<file path="src/rtl/core/bdch_pkg.sv">
// ----------------------------------------------------------------------------
// bdch_pkg
// Shared types and constants for the button debounce, click and hold unit.
// ----------------------------------------------------------------------------
package bdch_pkg;

  localparam int RUN_W      = 8;
  localparam int PRESS_MS_W = 17;
  localparam int HOLD_W     = 16;
  localparam int STABLE_W   = 8;
  localparam int CFG_IDX_W  = 1;
  localparam int CFG_DATA_W = 16;
  localparam int BEAT_W     = 8;

  localparam logic [HOLD_W-1:0]   HOLD_TIMEOUT_RESET   = 16'd500;
  localparam logic [STABLE_W-1:0] STABLE_SAMPLES_RESET = 8'd50;

  // Configuration register indexes
  localparam logic [CFG_IDX_W-1:0] REG_HOLD_TIMEOUT   = 1'b0;
  localparam logic [CFG_IDX_W-1:0] REG_STABLE_SAMPLES = 1'b1;

  // Events raised by the function button press tracker for one beat
  typedef struct packed {
    logic click;
    logic hold;
  } bdch_event_t;

endpackage

</file>
<file path="src/rtl/core/bdch_debounce.sv">
// ----------------------------------------------------------------------------
// bdch_debounce
// One-pin debouncer: stable level follows the raw level after a run of
// stable_samples+1 identical samples.
// ----------------------------------------------------------------------------
module bdch_debounce (
  input  logic                          clk,
  input  logic                          rst,
  input  logic                          advance,
  input  logic                          pin,
  input  logic [bdch_pkg::STABLE_W-1:0] stable_samples,
  output logic                          stable,
  output logic                          stable_next
);

  logic                       last_raw;
  logic                       last_raw_next;
  logic [bdch_pkg::RUN_W-1:0] run;
  logic [bdch_pkg::RUN_W-1:0] run_next;
  logic                       pressed;

  // Pin is active low
  assign pressed = ~pin;

  always_comb begin
    last_raw_next = last_raw;
    run_next      = run;
    if (pressed != last_raw) begin
      last_raw_next = pressed;
      run_next      = '0;
    end else if (run != '1) begin
      run_next = run + 1'b1;
    end
    stable_next = (run_next >= stable_samples) ? last_raw_next : stable;
  end

  always_ff @(posedge clk) begin
    if (rst) begin
      last_raw <= 1'b0;
      run      <= '0;
      stable   <= 1'b0;
    end else if (advance) begin
      last_raw <= last_raw_next;
      run      <= run_next;
      stable   <= stable_next;
    end
  end

endmodule

</file>
<file path="src/rtl/core/bdch_press.sv">
// ----------------------------------------------------------------------------
// bdch_press
// Press timer for the function button: raises hold once past the timeout,
// click on a release that raised no hold.
// ----------------------------------------------------------------------------
module bdch_press (
  input  logic                        clk,
  input  logic                        rst,
  input  logic                        advance,
  input  logic                        prev_down,
  input  logic                        cur_down,
  input  logic                        ms_tick,
  input  logic [bdch_pkg::HOLD_W-1:0] hold_timeout_ms,
  output bdch_pkg::bdch_event_t       evt
);

  logic [bdch_pkg::PRESS_MS_W-1:0] press_ms;
  logic [bdch_pkg::PRESS_MS_W-1:0] press_ms_next;
  logic                            hold_done;
  logic                            hold_done_next;

  always_comb begin
    press_ms_next  = press_ms;
    hold_done_next = hold_done;
    evt            = '0;
    if (cur_down) begin
      if (!prev_down) begin
        press_ms_next = '0;
      end else if (ms_tick && (press_ms != '1)) begin
        press_ms_next = press_ms + 1'b1;
      end
      if (!hold_done &&
          (press_ms_next > {{(bdch_pkg::PRESS_MS_W-bdch_pkg::HOLD_W){1'b0}}, hold_timeout_ms}))
      begin
        evt.hold       = 1'b1;
        hold_done_next = 1'b1;
      end
    end else begin
      evt.click      = prev_down && !hold_done;
      press_ms_next  = '0;
      hold_done_next = 1'b0;
    end
  end

  always_ff @(posedge clk) begin
    if (rst) begin
      press_ms  <= '0;
      hold_done <= 1'b0;
    end else if (advance) begin
      press_ms  <= press_ms_next;
      hold_done <= hold_done_next;
    end
  end

endmodule

</file>
<file path="src/rtl/core/button_debounce_click_hold_unit.sv">
// ----------------------------------------------------------------------------
// button_debounce_click_hold_unit
// Two-button debouncer with click and long-press detection.
// ----------------------------------------------------------------------------
// Each input beat is one sample of two active-low pins (function, push-to-
// talk) plus a millisecond tick. Every accepted beat yields exactly one
// output beat carrying both debounced levels and one-beat click and hold
// pulses for the function button. The unit takes one beat per clock while
// it is not stalled: all work is one short pass of counters and compares
// from the state registers to a single output register, so throughput is
// one beat per cycle and valid rises in the cycle after accept. s_tready stays
// high while the output register is empty or being drained. Configuration
// (hold_timeout_ms at index 0, stable_samples at index 1) is written through
// cfg_we/cfg_index/cfg_data and must only change while the unit is idle.
// ----------------------------------------------------------------------------
module button_debounce_click_hold_unit (
  input  logic                              clk,
  input  logic                              rst,
  // Input stream
  input  logic                              s_tvalid,
  output logic                              s_tready,
  input  logic [bdch_pkg::BEAT_W-1:0]       s_tdata,   // [0] func_pin, [1] talk_pin, [2] ms_tick
  // Output stream
  output logic                              m_tvalid,
  input  logic                              m_tready,
  output logic [bdch_pkg::BEAT_W-1:0]       m_tdata,   // [0] func_down, [1] talk_down,
                                                       // [2] click_pulse, [3] hold_pulse
  // Configuration write port
  input  logic                              cfg_we,
  input  logic [bdch_pkg::CFG_IDX_W-1:0]    cfg_index,
  input  logic [bdch_pkg::CFG_DATA_W-1:0]   cfg_data
);

  logic [bdch_pkg::HOLD_W-1:0]   hold_timeout_ms;
  logic [bdch_pkg::STABLE_W-1:0] stable_samples;

  logic                  accept;
  logic                  func_stable;
  logic                  func_stable_next;
  logic                  talk_stable;
  logic                  talk_stable_next;
  bdch_pkg::bdch_event_t evt;

  // Accept a new beat whenever the output register is free or draining
  assign s_tready = !m_tvalid || m_tready;
  assign accept   = s_tvalid && s_tready;

  // Configuration registers
  always_ff @(posedge clk) begin
    if (rst) begin
      hold_timeout_ms <= bdch_pkg::HOLD_TIMEOUT_RESET;
      stable_samples  <= bdch_pkg::STABLE_SAMPLES_RESET;
    end else if (cfg_we) begin
      unique case (cfg_index)
        bdch_pkg::REG_HOLD_TIMEOUT:   hold_timeout_ms <= cfg_data;
        bdch_pkg::REG_STABLE_SAMPLES: stable_samples  <= cfg_data[bdch_pkg::STABLE_W-1:0];
        default: ;
      endcase
    end
  end

  // Debounce both pins
  bdch_debounce u_func_db (
    .clk            (clk),
    .rst            (rst),
    .advance        (accept),
    .pin            (s_tdata[0]),
    .stable_samples (stable_samples),
    .stable         (func_stable),
    .stable_next    (func_stable_next)
  );

  bdch_debounce u_talk_db (
    .clk            (clk),
    .rst            (rst),
    .advance        (accept),
    .pin            (s_tdata[1]),
    .stable_samples (stable_samples),
    .stable         (talk_stable),
    .stable_next    (talk_stable_next)
  );

  // Press timing on the debounced function level; talk_stable is the held
  // level only, its next value is what the beat reports
  bdch_press u_press (
    .clk             (clk),
    .rst             (rst),
    .advance         (accept),
    .prev_down       (func_stable),
    .cur_down        (func_stable_next),
    .ms_tick         (s_tdata[2]),
    .hold_timeout_ms (hold_timeout_ms),
    .evt             (evt)
  );

  // Output register: load on accept, drop valid once the beat is taken
  always_ff @(posedge clk) begin
    if (rst) begin
      m_tvalid <= 1'b0;
    end else if (accept) begin
      m_tvalid <= 1'b1;
    end else if (m_tready) begin
      m_tvalid <= 1'b0;
    end
  end

  always_ff @(posedge clk) begin
    if (accept) begin
      m_tdata <= {4'b0000, evt.hold, evt.click, talk_stable_next, func_stable_next};
    end
  end

endmodule

</file>
<file path="config.mk">
export PLATFORM = sky130hd
export DESIGN_NAME = button_debounce_click_hold_unit
export DESIGN_NICKNAME = d
export VERILOG_FILES = /design/src/rtl/core/bdch_pkg.sv /design/src/rtl/core/bdch_debounce.sv /design/src/rtl/core/bdch_press.sv /design/src/rtl/core/button_debounce_click_hold_unit.sv
export SDC_FILE = /design/constraint.sdc
export NUM_CORES = 1
export LEC_CHECK = 0
export BUFFER_PORTS_ARGS = -buffer_cell sky130_fd_sc_hd__clkbuf_2
export CORE_ASPECT_RATIO = 2
export CORE_MARGIN = 2
export CORE_UTILIZATION = 50
export CTS_CLUSTER_SIZE = 20
export DETAILED_ROUTE_END_ITERATION = 8
export HOLD_SLACK_MARGIN = 0.1
export PLACE_DENSITY = 0.8
export SLEW_MARGIN = 20
export SYNTH_ARGS = -nofsm -noshare
export SYNTH_HDL_FRONTEND = slang
export SYNTH_SLANG_ARGS = --single-unit
export TNS_END_PERCENT = 5
</file>
<file path="constraint.sdc">
create_clock -name clk -period 3.3 [get_ports clk]
set_clock_uncertainty 0.1 [all_clocks]
set_input_delay 0 -clock clk [delete_from_list [all_inputs] [get_ports clk]]
set_output_delay 0 -clock clk [all_outputs]
set_load 0.01 [all_outputs]
</file>
==> results of run 1 <==
power by group:
group / leakage, nW / total, mW / switching [mW] / internal [mW]
combinational: 1.66 / 0.284 / 0.168 / 0.116
clock: 0.149 / 0.986 / 0.384 / 0.602
sequential: 0.556 / 0.857 / 0.0153 / 0.842
per-layer routing:
layer / track usage [%] / routed length [µm]
met3: 6.33 / 669
met1: 29.0 / 4440
met4: 31.0 / 1390
met5: 0 / 0
met2: 51.0 / 6800
worst max-delay path, cell delays in order (launching register included):
cell	delay, ns
dfxtp_2	0.32
and4_1	0.20
and3_4	0.16
nand3_4	0.08
nor4_4	0.04
ha_2	0.19
nand4b_1	0.26
buf_4	0.20
nor3_4	0.20
xnor2_2	0.15
nor2_2	0.08
ha_1	0.30
and4_4	0.27
nand2_4	0.07
buf_6	0.12
a21o_1	0.18
a21oi_2	0.20
nor2_2	0.07
nor3_2	0.10
layout by cell type (no fill, tap or decap), types with 3 or more instances in the layout:
cell / instances
nor3_1: 15
buf_6: 3
nand4_1: 11
clkbuf_16: 11
dfxtp_1: 58
nor2b_1: 3
o21ai_0: 9
a21oi_1: 61
xor2_1: 14
dlygate4sd3_1: 29
a21o_1: 16
nand3b_1: 3
inv_1: 33
a31oi_1: 3
nand2b_1: 4
edfxtp_1: 4
nor2_1: 54
a211o_1: 7
nand2_1: 90
xnor2_2: 4
a211oi_1: 6
nand3_1: 18
and3_1: 4
dfxtp_2: 5
or3_1: 3
ha_1: 38
clkbuf_2: 30
mux2i_1: 4
nor3_4: 4
nor2_2: 4
buf_4: 37
conb_1: 4
stage by stage:
| stage | total power, mW | hold slack (ns) | util (%) | instances | worst slack [ns] |
|---|---|---|---|---|---|
| after global routing | 2.19 | 0.172 | 67.2 | 740 | -0.292 |
| after detailed placement | 1.11 | 0.132 | 56.7 | 690 | -0.132 |
| after global placement | 1.10 | 0.107 | 56.7 | 690 | -0.0401 |
| after CTS | 2.10 | 0.108 | 65.5 | 739 | -0.149 |
| after floorplan | 1.04 | 0.0178 | - | 550 | 0.00110 |
| final | 2.13 | 0.111 | 67.2 | 740 | -0.153 |
repair_timing:
| item | in CTS | in global routing |
|---|---|---|
| gates resized for setup | 21 | 29 |
| setup endpoints to repair | 2 | 20 |
| buffers inserted | 4 | 1 |
| hold endpoints to repair | 34 | 0 |
| hold buffers | 29 | 0 |
| pin swaps | 17 | 27 |
layout make-up:
class | count | area [µm²] | share of cell area [%]
Timing Repair Buffer | 100 | 772 | 14.1
Multi-Input combinational cell | 424 | 2770 | 50.4
Clock inverter | 4 | 30.0 | 0.547
Sequential cell | 67 | 1390 | 25.3
Tap cell | 98 | 123 | 2.23
Clock buffer | 12 | 279 | 5.08
Inverter | 35 | 131 | 2.39
sequential cells by signal (all words and copies together) (netlist names):
register and count:
u_func_db.run 8, u_press.hold_done 1, hold_timeout_ms 16, u_press.press_ms 17, u_talk_db.run 8, u_func_db.last_raw 1
u_talk_db.stable 1, u_func_db.stable 1, u_talk_db.last_raw 1, stable_samples 8, m_tvalid 1, m_tdata 4
logic make-up (layout without fill, tap and decap cells):
group / count (synthesis) / in the layout / share of synthesized area, %
AOI/OAI and AO/OA: 116 / 116 / 17.0
xor gates and xnor gates: 21 / 21 / 4.40
adders and majority gates: 40 / 40 / 12.0
buffers and inverters: 59 / 151 / 6.11
DFF: 67 / 67 / 33.1
muxes: 6 / 6 / 1.50
other: 1 / 4 / 0.0898
and+or+nand+nor: 237 / 237 / 25.8
how the worst max path moves through the flow:
| stage | from | endpoint | slack [ns] | cells past startpoint |
|---|---|---|---|---|
| after floorplan | u_press.press_ms[7]$_SDFFE_PP0P_ | m_tdata[3]$_SDFFCE_PN0P_ | 0.001 | 18 |
| after global placement | u_press.press_ms[10]$_SDFFE_PP0P_ | m_tdata[3]$_SDFFCE_PN0P_ | -0.04 | 17 |
| after detailed placement | u_press.press_ms[10]$_SDFFE_PP0P_ | m_tdata[3]$_SDFFCE_PN0P_ | -0.13 | 16 |
| after CTS | u_press.press_ms[7]$_SDFFE_PP0P_ | m_tdata[3]$_SDFFCE_PN0P_ | -0.15 | 18 |
| after global routing | u_press.press_ms[7]$_SDFFE_PP0P_ | m_tdata[3]$_SDFFCE_PN0P_ | -0.29 | 18 |
| final | u_press.press_ms[7]$_SDFFE_PP0P_ | m_tdata[3]$_SDFFCE_PN0P_ | -0.15 | 18 |
==> run_results.csv, run 1 <==
group,metric,value,unit
global_routing,grt_overflow,0,
placed_design,hpwlAfterDp,8.33,mm
global_routing,first_global_vias,4590,
critical_path,start_kind,"flip-flop",
placed_design,place_area,0.00463,mm²
yosys,synth.distinct_cells,49,
yosys,avgSynthCellArea,7.64,µm²
run_status,violations,"design-rule violations, negative setup slack",
floorplan,die_width,68.6,µm
min_path,hold_end,"stable_samples[7]$_SDFFE_PP0P_",
drt,viasPerCell,6.02,
cts,clock_path_buffers,2,
drt,routed-via-count,4457,
min_path,hold_depth,4,
yosys,async_flop_share,0,%
sta,fin_crit,3.45,ns
layout,area_growth,31.4,%
yosys,synth_warnings,0,
global_routing,track_usage,30.9,%
sta,max_freq,290,MHz
yosys,netlist.area_leader.share,30.2,%
layout,fin_nets,707,
sta,setup_viol,2,
yosys,yosys.cell_count.top_type,"nand2_1",
drt,dr.pass1.iters,7,
placed_design,port_buffers,30,
cts,cts_sinks,67,
sta,worst_slack,-0.153,ns
sta,hold_viol_final,0,
floorplan,initial_core_util,51.1,%
critical_path,worstSetupEndpointType,"flip-flop",
cts,cts_root_buf,"clkbuf_16",
placed_design,gp_congestion,0.919,
cts,clkTransAtPathRegs,0.06,ns
critical_path,path_class,"flip-flop to flip-flop",
pwr,p_leak,2.36,nW
yosys,seq_area_frac_synth,33.1,%
critical_path,worstReg2RegStart,"u_press.press_ms[7]$_SDFFE_PP0P_",
yosys,synth_common_cells,"nand2_1 (93), a21oi_1 (63), dfxtp_1 (63)",
cts,cts_max_level,3,
min_path,hold_path_class,"primary input to flip-flop",
pwr,ir_worst_vdd,0.345,mV
drt,wire_per_inst,18.0,µm
drt,drcViolationCount,1,
layout,drive_gt1_share,20.6,%
sta,max_slew_margin,38.3,%
critical_path,cp.required,3.40,ns
critical_path,cp.arrival,3.55,ns
yosys,synth-edff-count,4,
floorplan,io_pins,40,
floorplan,rows,47,
critical_path,rr_worst_depth,18,
sta,rsz0062_at_grt,"yes",
run_status,outcome,"complete, but fails checks",
floorplan,dieHeight,133,µm
sta,worst_slew_pin_slew,0.925,ns
global_routing,grt_first_pass_wirelength,21.0,mm
drt,drt_iter0_markers,315,
yosys,synth.area.top_cells,"dfxtp_1 (30%), ha_1 (12%), nand2_1 (8.4%), a21oi_1 (7.5%), nor2_1 (5.2%)",
critical_path,ff2ff_setup_slack,-0.15,ns
drt,drt_wl_total,13.3,mm
cts,numCtsBuffers,9,
global_routing,antenna_found_initial,0,
critical_path,r2r_end,"m_tdata[3]$_SDFFCE_PN0P_",
sta,maxSlewViolCount,0,
yosys,yosys.area.top_type,"dfxtp_1",
sta,fin_setup_tns,-0.269,ns
cts,cts_tree,"built",
cts,insertion_delay,0.35,ns
global_routing,grt_max_degree,46,
yosys,syn_inst,547,
yosys,netlist_area,0.00418,mm²
floorplan,core,0.00817,mm²
yosys,synth-main-ff-cell,"dfxtp_1",
layout,num_antenna_cells,0,
min_path,min_from,"cfg_index",
floorplan,dieArea,0.00915,mm²
critical_path,crit_fanout,3,
pwr,pwr_density_cell,387,mW/mm²
sta,finalCritPeriodShare,105,%
drt,ant_nets,0,
flow_run,drv_cap,0,
layout,fillers,617,
layout,final_area,0.00549,mm²
yosys,ys_seq_elements,67,
Power figures use the tool's default switching activity.
==> inputs of run 2 (changes only) <==
Settings changed: MAX_ROUTING_LAYER set to met4.
==> run 2 against run 1 <==
The run ends with negative setup slack left. Sequential power about the same. Setup slack worse by 0.068 ns. Worst hold slack improved by 0.069 ns. Die area stayed put. Sequential share of layout area increased by 0.43 points. Core utilization shrank 1.1 points. Largest cell class unchanged.
==> run_results.csv, run 2 (synthesis results as in run 1) <==
group,metric,value,unit
critical_path,worstReg2RegStart,"u_press.press_ms[8]$_SDFFE_PP0P_",
layout,final_util,66.0,%
sta,worst_slew_pin_slew,0.937,ns
sta,rsz0062_at_grt,"yes",
pwr,ir_worst_vdd,0.371,mV
drt,viasPerCell,5.73,
drt,dr.pass1.iters,5,
pwr,p_total,2.07,mW
placed_design,dp_cells,688,
sta,fin_setup_tns,-0.439,ns
pwr,p_int,1.55,mW
layout,fin_nets,707,
min_path,hold_path_class,"primary input to flip-flop",
floorplan,io_pins,40,
layout,reg_top3,"u_press.press_ms x17, hold_timeout_ms x16",
cts,clkTransAtPathRegs,0.05,ns
critical_path,start_kind,"flip-flop",
sta,maxSlewViolCount,0,
layout,num_antenna_cells,0,
layout,mostFrequentLayoutCells,"nand2_1 (91), a21oi_1 (61), dfxtp_1 (58)",
sta,max_slew_margin,37.5,%
pwr,swShare,25.3,%
critical_path,path_class,"flip-flop to flip-flop",
global_routing,grt_max_degree,46,
cts,insertion_delay,0.33,ns
critical_path,crit_fanout,5,
floorplan,core,0.00817,mm²
drt,wire_per_inst,16.7,µm
floorplan,rows,47,
floorplan,dieHeight,133,µm
pwr,power_switching,524,µW
run_status,violations,"negative setup slack",
global_routing,first_global_vias,4236,
cts,cts_max_level,3,
min_path,min_from,"s_tdata[2]",
layout,area_growth,29.2,%
floorplan,initial_core_util,51.1,%
placed_design,gp_congestion,0.944,
cts,cts_sinks,67,
layout,final_common_cell,"nand2_1",
global_routing,grt_first_pass_wirelength,19.0,mm
sta,worst_slack,-0.220,ns
pwr,pwr-share-seq,41.4,%
drt,drt_wl_total,12.3,mm
placed_design,hpwlAfterDp,8.13,mm
global_routing,antenna_found_initial,0,
sta,fin_crit,3.52,ns
sta,setup_viol,2,
run_status,outcome,"complete, but fails checks",
layout,drive_gt1_share,19.2,%
drt,routed-via-count,4237,
drt,drt_iter0_markers,298,
global_routing,track_usage,28.7,%
drt,drcViolationCount,0,
drt,ant_nets,0,
flow_run,drv_cap,0,
floorplan,die_width,68.6,µm
layout,finalNonFillerCells,739,
cts,cts_tree,"built",
critical_path,cp.required,3.29,ns
critical_path,worstSetupEndpointType,"flip-flop",
layout,largest_reg_flops,17,
pwr,power_frac_comb,13.5,%
placed_design,port_buffers,30,
sta,max_freq,284,MHz
cts,numCtsBuffers,9,
pwr,pwr_density_cell,384,mW/mm²
cts,cts_root_buf,"clkbuf_16",
critical_path,cp.arrival,3.51,ns
pwr,clockPowerShare,45.0,%
layout,top_register,"u_press.press_ms",
floorplan,dieArea,0.00915,mm²
cts,clock_path_buffers,2,
pwr,p_leak,2.31,nW
sta,hold_viol_final,0,
global_routing,grt_overflow,0,
critical_path,cp-startpoint,"u_press.press_ms[8]$_SDFFE_PP0P_",
sta,finalCritPeriodShare,107,%
-- run 2: power by group through the flow --
stage	clock network (mW)	logic [mW]	registers, mW
finish	0.933	0.280	0.858
global route	0.978	0.307	0.860
CTS	0.941	0.265	0.856
detailed placement	0	0.237	0.873
global placement	0	0.228	0.872
floorplan	0	0.166	0.872
-- run 2: stage by stage --
step           worst slack [ns]  hold WS (ns)  area, µm²
2_1_floorplan           0.00110        0.0178       4200
3_3_place_gp            -0.0600         0.105       4610
3_5_place_dp             -0.159         0.119       4610
4_1_cts                 -0.0810         0.175       5240
5_1_grt                  -0.486         0.217       5400
6_report                 -0.220         0.180       5400
-- run 2: critical path, cell delays in order (launching register included) --
cell      delay (ns)
dfxtp_1         0.33
and4_4          0.22
and3_4          0.21
nand3_4         0.09
nor4_4          0.28
ha_2            0.23
nand4b_1        0.20
nor3_4          0.07
buf_6           0.15
xnor2_2         0.15
nor2_1          0.07
ha_1            0.33
and4_4          0.21
buf_4           0.14
a221oi_4        0.28
a21oi_2         0.09
nor2_1          0.09
nor3_1          0.05
-- run 2: final timing paths --
check / depth (start not counted) / endpoint / slack [ns]
worst max-delay path: 17 / m_tdata[3]$_SDFFCE_PN0P_ / -0.22
worst min register to register: 2 / stable_samples[2]$_SDFFE_PP0P_ / 0.36
worst max register to register: 17 / m_tdata[3]$_SDFFCE_PN0P_ / -0.22
worst min-delay path: 6 / u_press.press_ms[4]$_SDFFE_PP0P_ / 0.18
-- run 2: final cells by class --
| class | instances | area (µm²) |
|---|---|---|
| clock buffer | 14 | 285 |
| clock inverter | 1 | 5.00 |
| fill | 628 | 2780 |
| inverter | 35 | 131 |
| multi-input combinational | 424 | 2720 |
| sequential | 67 | 1390 |
| tap | 98 | 123 |
| timing repair buffer | 100 | 748 |
-- run 2: per-layer routing --
| layer | GRT usage, % | wire, µm |
|---|---|---|
| met3 | 5.15 | 394 |
| met4 | 19.6 | 786 |
| met5 | - | 0 |
| met1 | 26.4 | 4370 |
| met2 | 50.3 | 6800 |
-- run 2: what timing repair did --
action                                 4_1_cts  5_1_grt
hold buffers                                26        0
pin swaps                                   10       28
endpoints found under the hold margin       25        0
resized for setup                            9       29
setup buffers                                5        6
setup endpoints to repair                   19       21
